### src/hw/rtl/bps_pkg.sv
// ----------------------------------------------------------------------------
// Bouncing projectile step package
// Shared register indexes, status codes, multiplier request types and the
// reset values of the configuration registers.
// ----------------------------------------------------------------------------
`default_nettype none

package bps_pkg;

  // Configuration register indexes.
  typedef enum logic [2:0] {
    CFG_GRAVITY    = 3'd0,
    CFG_CONTACT    = 3'd1,
    CFG_RESTITUTE  = 3'd2,
    CFG_START_X    = 3'd3,
    CFG_START_Y    = 3'd4,
    CFG_START_VX   = 3'd5,
    CFG_START_VY   = 3'd6,
    CFG_START_TIME = 3'd7
  } cfg_reg_e;

  // Result status codes.
  typedef enum logic [1:0] {
    STAT_AIRBORNE = 2'd0,
    STAT_BOUNCED  = 2'd1,
    STAT_STOPPED  = 2'd2
  } status_e;

  // Tags that say which product sits in the multiplier output register.
  typedef enum logic [3:0] {
    PT_NONE = 4'd0,
    PT_LVX  = 4'd1,
    PT_LVY  = 4'd2,
    PT_VXT  = 4'd3,
    PT_GT   = 4'd4,
    PT_VYT  = 4'd5,
    PT_HLO  = 4'd6,
    PT_HHI  = 4'd7,
    PT_REST = 4'd8,
    PT_SQX  = 4'd9,
    PT_SQY  = 4'd10
  } prod_tag_e;

  typedef struct packed {
    logic [31:0] a;
    logic [31:0] b;
    logic        neg;
    prod_tag_e   tag;
  } mul_req_t;

  typedef struct packed {
    logic [63:0] prod;
    logic        neg;
    prod_tag_e   tag;
  } mul_rsp_t;

  localparam logic [30:0] GRAVITY_RST   = 31'd642253;
  localparam logic [31:0] CONTACT_RST   = 32'd0;
  localparam logic [16:0] RESTITUTE_RST = 17'd52429;
  localparam logic [31:0] START_POS_RST = 32'd0;
  localparam logic [31:0] START_VEL_RST = 32'd0;
  localparam logic [30:0] START_T_RST   = 31'd0;

endpackage

`default_nettype wire

### src/hw/rtl/bps_mul.sv
// ----------------------------------------------------------------------------
// Shared multiplier
// One 32 x 32 unsigned multiply per cycle with a registered product. The sign
// flag and the tag of the request travel along with the product.
// ----------------------------------------------------------------------------
`default_nettype none

module bps_mul (
  input  wire logic              clk_i,
  input  wire logic              rst_ni,
  input  wire bps_pkg::mul_req_t req_i,
  output bps_pkg::mul_rsp_t      rsp_o
);

  logic [63:0] prod_d;
  logic [63:0] prod_q;
  logic        neg_q;
  bps_pkg::prod_tag_e tag_q;

  assign prod_d = req_i.a * req_i.b;

  always_ff @(posedge clk_i) begin
    prod_q <= prod_d;
    neg_q  <= req_i.neg;
  end

  always_ff @(posedge clk_i or negedge rst_ni) begin
    if (!rst_ni) begin
      tag_q <= bps_pkg::PT_NONE;
    end else begin
      tag_q <= req_i.tag;
    end
  end

  assign rsp_o.prod = prod_q;
  assign rsp_o.neg  = neg_q;
  assign rsp_o.tag  = tag_q;

endmodule

`default_nettype wire

### config.mk
export PLATFORM = sky130hd
export DESIGN_NAME = bps_mul
export DESIGN_NICKNAME = d
export VERILOG_FILES = /design/src/hw/rtl/bps_pkg.sv /design/src/hw/rtl/bps_mul.sv
export SDC_FILE = /design/constraint.sdc
export NUM_CORES = 2
export LEC_CHECK = 0
export BUFFER_PORTS_ARGS = -buffer_cell sky130_fd_sc_hd__buf_4
export CORE_UTILIZATION = 55
export DETAILED_ROUTE_END_ITERATION = 8
export GPL_ROUTABILITY_DRIVEN = 0
export HOLD_SLACK_MARGIN = 0.1
export PLACE_DENSITY_LB_ADDON = 0.3
export SYNTH_ARGS = -nofsm -noshare
export SYNTH_HDL_FRONTEND = slang
export SYNTH_SLANG_ARGS = --single-unit
### constraint.sdc
create_clock -name clk_i -period 0.8 [get_ports clk_i]
set_clock_uncertainty 0.1 [all_clocks]
set_input_delay 0 -clock clk_i [delete_from_list [all_inputs] [get_ports clk_i]]
set_output_delay 0 -clock clk_i [all_outputs]
set_load 0.005 [all_outputs]
==> Word-level counts from Yosys, hierarchy flattened <==
Cells that the tools add are included.
{ "classes": {"multipliers": 1} }
{ "op_table": {"columns": ["op", "n"], "rows": [
  ["$mul 32x32->64", 1]
]} }
{ "totals": {"regBits": 69, "input_bits": 71, "out_inout_bits": 69, "wordCells": 4} }

==> Depth between registers and ports, before layout <==
{ "logic_depth": {"depth_word": 1, "ltp_mapped": 29, "ltp_nobuf": 27} }

==> Worst setup path after synthesis <==
OpenSTA, ideal clock, no wires.
{ "synth_timing": {"path_kind": "in2reg", "from": "input port req_i[62] in the netlist's numbering", "to": "register prod_q[62]", "setup_time_ns": 0.072, "t_arrival_ns": 6.676, "t_required_ns": 0.628, "slack_ns": -6.048, "path_stages": 25, "path_buffers": 2, "path_cell_list": "clkbuf_1 > nand2_1 > fa_1 > inv_1 > fa_1 > inv_1 > fa_1 > inv_1 > fa_1 > fa_1 > fa_1 > fa_1 > inv_1 > fa_1 > inv_1 > ha_1 > buf_2 > nand4_1 > or4_1 > or3_1 > a31oi_1 > a31o_2 > a211oi_1 > o21ai_1 > xor2_1"} }
{ "synth_between": {"elab_chain_len": 1} }
{ "synth_lines": {"columns": ["element", "line", "text"], "rows": [
  ["start: declaration", "bps_mul.sv:11", "input wire bps_pkg::mul_req_t req_i,"],
  ["$mul 32x32->64", "bps_mul.sv:20", "assign prod_d = req_i.a * req_i.b;"],
  ["net prod_d[62]", "bps_mul.sv:15", "logic [63:0] prod_d;"],
  ["end signal: assignment", "bps_mul.sv:23", "prod_q <= prod_d;"],
  ["end: declaration", "bps_mul.sv:16", "logic [63:0] prod_q;"]
]} }
The timed path passes the listed nets, and every way through them passes these cells.

==> Final worst setup path <==
{ "layout_timing": {"from": "input port req_i[56] in the netlist's numbering", "to": "register prod_q[52]"} }
Same word-level chain as after synthesis.

==> results.py <==
metrics = {
    "logic_synthesis": {
        "synth_cells": 3764,
        "async_flop_share_pct": 5.80,
        "synthAdderAreaFrac_pct": 61.1,
        "ys_types": 58,
        "syn-num-nets": 4994,
        "yosys_warnings": 0,
        "synthFlopType": "dfxtp_1",
        "synth_top_family_by_area": "adder cells",
        "synth_compound_area_share_pct": 3.90,
        "synth-xor-area-share_pct": 1.49,
        "synth_edf_count": 0,
        "syn_area_per_cell_um2": 9.23,
        "ys_ff_latch": 69,
        "yosysSeqAreaShare_pct": 4.03,
        "synthMuxAreaShare_pct": 0.0288,
        "yosys.area_share.simple_pct": 17.6,
        "syn_area_mm2": 0.0348,
    },
    "global_routing": {
        "grt_use_met3_pct": 3.25,
        "grt_use_met1_pct": 35.9,
        "antenna_found_initial": 2,
        "grt_pass1_wl_um": 155000,
        "grt_pass1_vias": 30059,
        "grt_overflow": 0,
        "met2_usage_pct": 56.3,
        "busiest_layer": "met2",
        "grt_max_degree": 26,
        "track_usage_pct": 31.3,
    },
    "clock_network": {
        "path_clk_slew_ns": 0.06,
        "htree_levels": 3,
        "clockBufferDepth": 2,
        "cts_sinks": 69,
        "cts_tree": "done",
        "numCtsBuffers": 9,
        "cts_root_buf": "clkbuf_16",
    },
    "floorplanning": {
        "die_w_um": 253,
        "dieArea_mm2": 0.0642,
        "rows": 91,
        "start_util_pct": 56.0,
        "die_h_um": 253,
        "coreArea_mm2": 0.0621,
        "io_pins": 140,
    },
    "worst_setup_path": {
        "cp.depth": 26,
        "endpoint": "prod_q[52]$_DFF_P_",
        "critPathRequiredTime_ns": 0.94,
        "startpoint": "req_i[56]",
        "crit_slowest_cell": "fa_2",
        "critical_path_peak_fanout": 8,
        "endpoint_kind": "register",
        "critPathKind": "in2reg",
        "slowest_delay_ns": 0.60,
        "path_buf_inv": 8,
        "crit_arrival_ns": 6.89,
        "critPathLaunchType": "primary input",
        "critical-path-top-delay-family": "adder cells",
        "cp_common_cell": "fa_1",
    },
    "detailed_routing": {
        "dr.first_iter.drc_count": 1657,
        "routed_via_density": 5.44,
        "drtAntennaViolNets": 0,
        "detail_route.wl_per_cell_um": 19.8,
        "drtPass1Iterations": 5,
        "routed_wl_um": 99700,
        "vias": 27417,
        "drc_errors": 0,
    },
    "timing": {
        "rsz0062_at_grt": "yes",
        "finalMaxSlewViolations": 0,
        "post-route-min-period_ns": 6.75,
        "hold_violations": 0,
        "clock.fmax_mhz": 148,
        "slew_headroom_pct": 59.5,
        "finalCritPeriodShare_pct": 844,
        "setup_viol_count_final": 132,
        "finalWorstSetupSlack_ns": -5.95,
        "worst_pin_slew_ns": 0.603,
    },
    "run_status": {
        "status": "complete, but fails checks",
        "violations": "setup timing",
    },
    "layout": {
        "nNetsFinal": 5427,
        "seqCellArea_mm2": 0.00142,
        "fillCellCount": 4254,
        "final_cell_area_mm2": 0.0435,
        "drive_above_1_share_pct": 25.6,
        "multi_input_area_mm2": 0.0314,
        "area_growth_pct": 25.2,
    },
    "hold_path": {
        "hold_path_class": "in2reg",
    },
    "placement": {
        "placed_cell_area_mm2": 0.0399,
        "place_hpwl_um": 80800,
        "preCtsSetupSlack_ns": -6.42,
        "port_buffers": 139,
    },
    "job": {
        "drv_cap": 0,
    },
}
tightest hold or removal path: stages:
cell	delay [ns]
buf_4	0.18
buf_4	0.22
and2_1	0.16
kinds of logic after synthesis:
kind of cell	count (synthesis)
simple gates	1180
flops	69
buf+inv	1091
compound gates	205
mux	1
fa+ha+maj	1159
xor+xnor	59
per-layer routing:
metal  share of wire [%]  up-vias  routed length, µm
met5                   0        -                  0
met4                 7.6        0               7540
met3                 5.4      411               5420
met2                  52     1148              52200
met1                  35    14099              34500
li1                    -    11759                  -
cells in the final DEF, fill, tap and decap left out, types with 18 or more instances in the layout:
| cell type | instances |
|---|---|
| ha_1 | 195 |
| fa_2 | 71 |
| xnor2_1 | 21 |
| and2_4 | 57 |
| a21oi_2 | 26 |
| buf_6 | 137 |
| buf_8 | 19 |
| and2_1 | 546 |
| ha_4 | 67 |
| dfxtp_1 | 50 |
| buf_4 | 447 |
| a21o_1 | 37 |
| nand4_1 | 24 |
| nand2_1 | 448 |
| buf_12 | 35 |
| inv_1 | 818 |
| a21oi_1 | 26 |
| a21oi_4 | 18 |
| inv_2 | 44 |
| xor2_1 | 20 |
| fa_1 | 825 |
| nand2_2 | 23 |
repair_timing:
action                     in CTS  in global routing
hold endpoints to repair        9                  0
gates resized for setup       383                242
cloned                          2                  3
pin swaps                     188                178
buffers inserted               71                 23
hold buffers                    7                  0
setup endpoints to repair     132                132
state kept, by name (all words and copies together) (netlist names):
| signal | flops |
|---|---|
| prod_q | 64 |
| tag_q | 4 |
| neg_q | 1 |
area by class of cell:
type	instances	area share, %
Timing Repair Buffer	650	14.0
Tap cell	837	2.41
Inverter	863	7.45
Antenna cell	2	0.0115
Multi-Input combinational cell	2604	72.2
Clock buffer	10	0.526
Sequential cell	69	3.26
Clock inverter	6	0.164
through the flow:
step | hold slack (ns) | util [%] | TNS, ns | instances
after floorplan | -0.396 | - | -291.92 | 3764
after global placement | -0.304 | 64.3 | -333.59 | 4942
after detailed placement | -0.304 | 64.3 | -337.90 | 4942
after global routing | 0.163 | 70.1 | -322.34 | 5041
after CTS | 0.161 | 68.3 | -310.03 | 5025
final | 0.174 | 70.1 | -313.67 | 5041
cell usage after synthesis (all sizes together), types with 5 or more instances:
library cell | number | share of area (%)
a21o | 37 | 0.80
dfxtp | 65 | 3.7
inv | 863 | 9.3
nand4 | 24 | 0.43
nand2 | 478 | 5.2
clkbuf | 216 | 2.3
fa | 896 | 52
or3 | 5 | 0.090
and2 | 603 | 11
ha | 263 | 9.5
nand3 | 12 | 0.17
o21a | 8 | 0.17
a31oi | 12 | 0.23
nor2 | 21 | 0.23
and3 | 14 | 0.25
nor3 | 5 | 0.072
xnor2 | 33 | 0.83
o21ai | 30 | 0.43
buf | 12 | 0.17
a21oi | 70 | 1.0
xor2 | 26 | 0.66
o21bai | 10 | 0.22
how the worst min path moves through the flow:
stage                     startpoint                 end  slack, ns  cells past startpoint
final                       req_i[5]   prod_q[0]$_DFF_P_       0.17                      3
after global placement        rst_ni  tag_q[3]$_DFF_PN0_      -0.30                      1
after global routing        req_i[5]   prod_q[0]$_DFF_P_       0.16                      3
after CTS                   req_i[5]   prod_q[0]$_DFF_P_       0.16                      3
after floorplan               rst_ni  tag_q[0]$_DFF_PN0_      -0.40                      0
after detailed placement      rst_ni  tag_q[3]$_DFF_PN0_      -0.30                      1
Power is left out: the tool's default activity adds up to more than one toggle a clock period on the data nets, which glitch-free logic cannot reach.
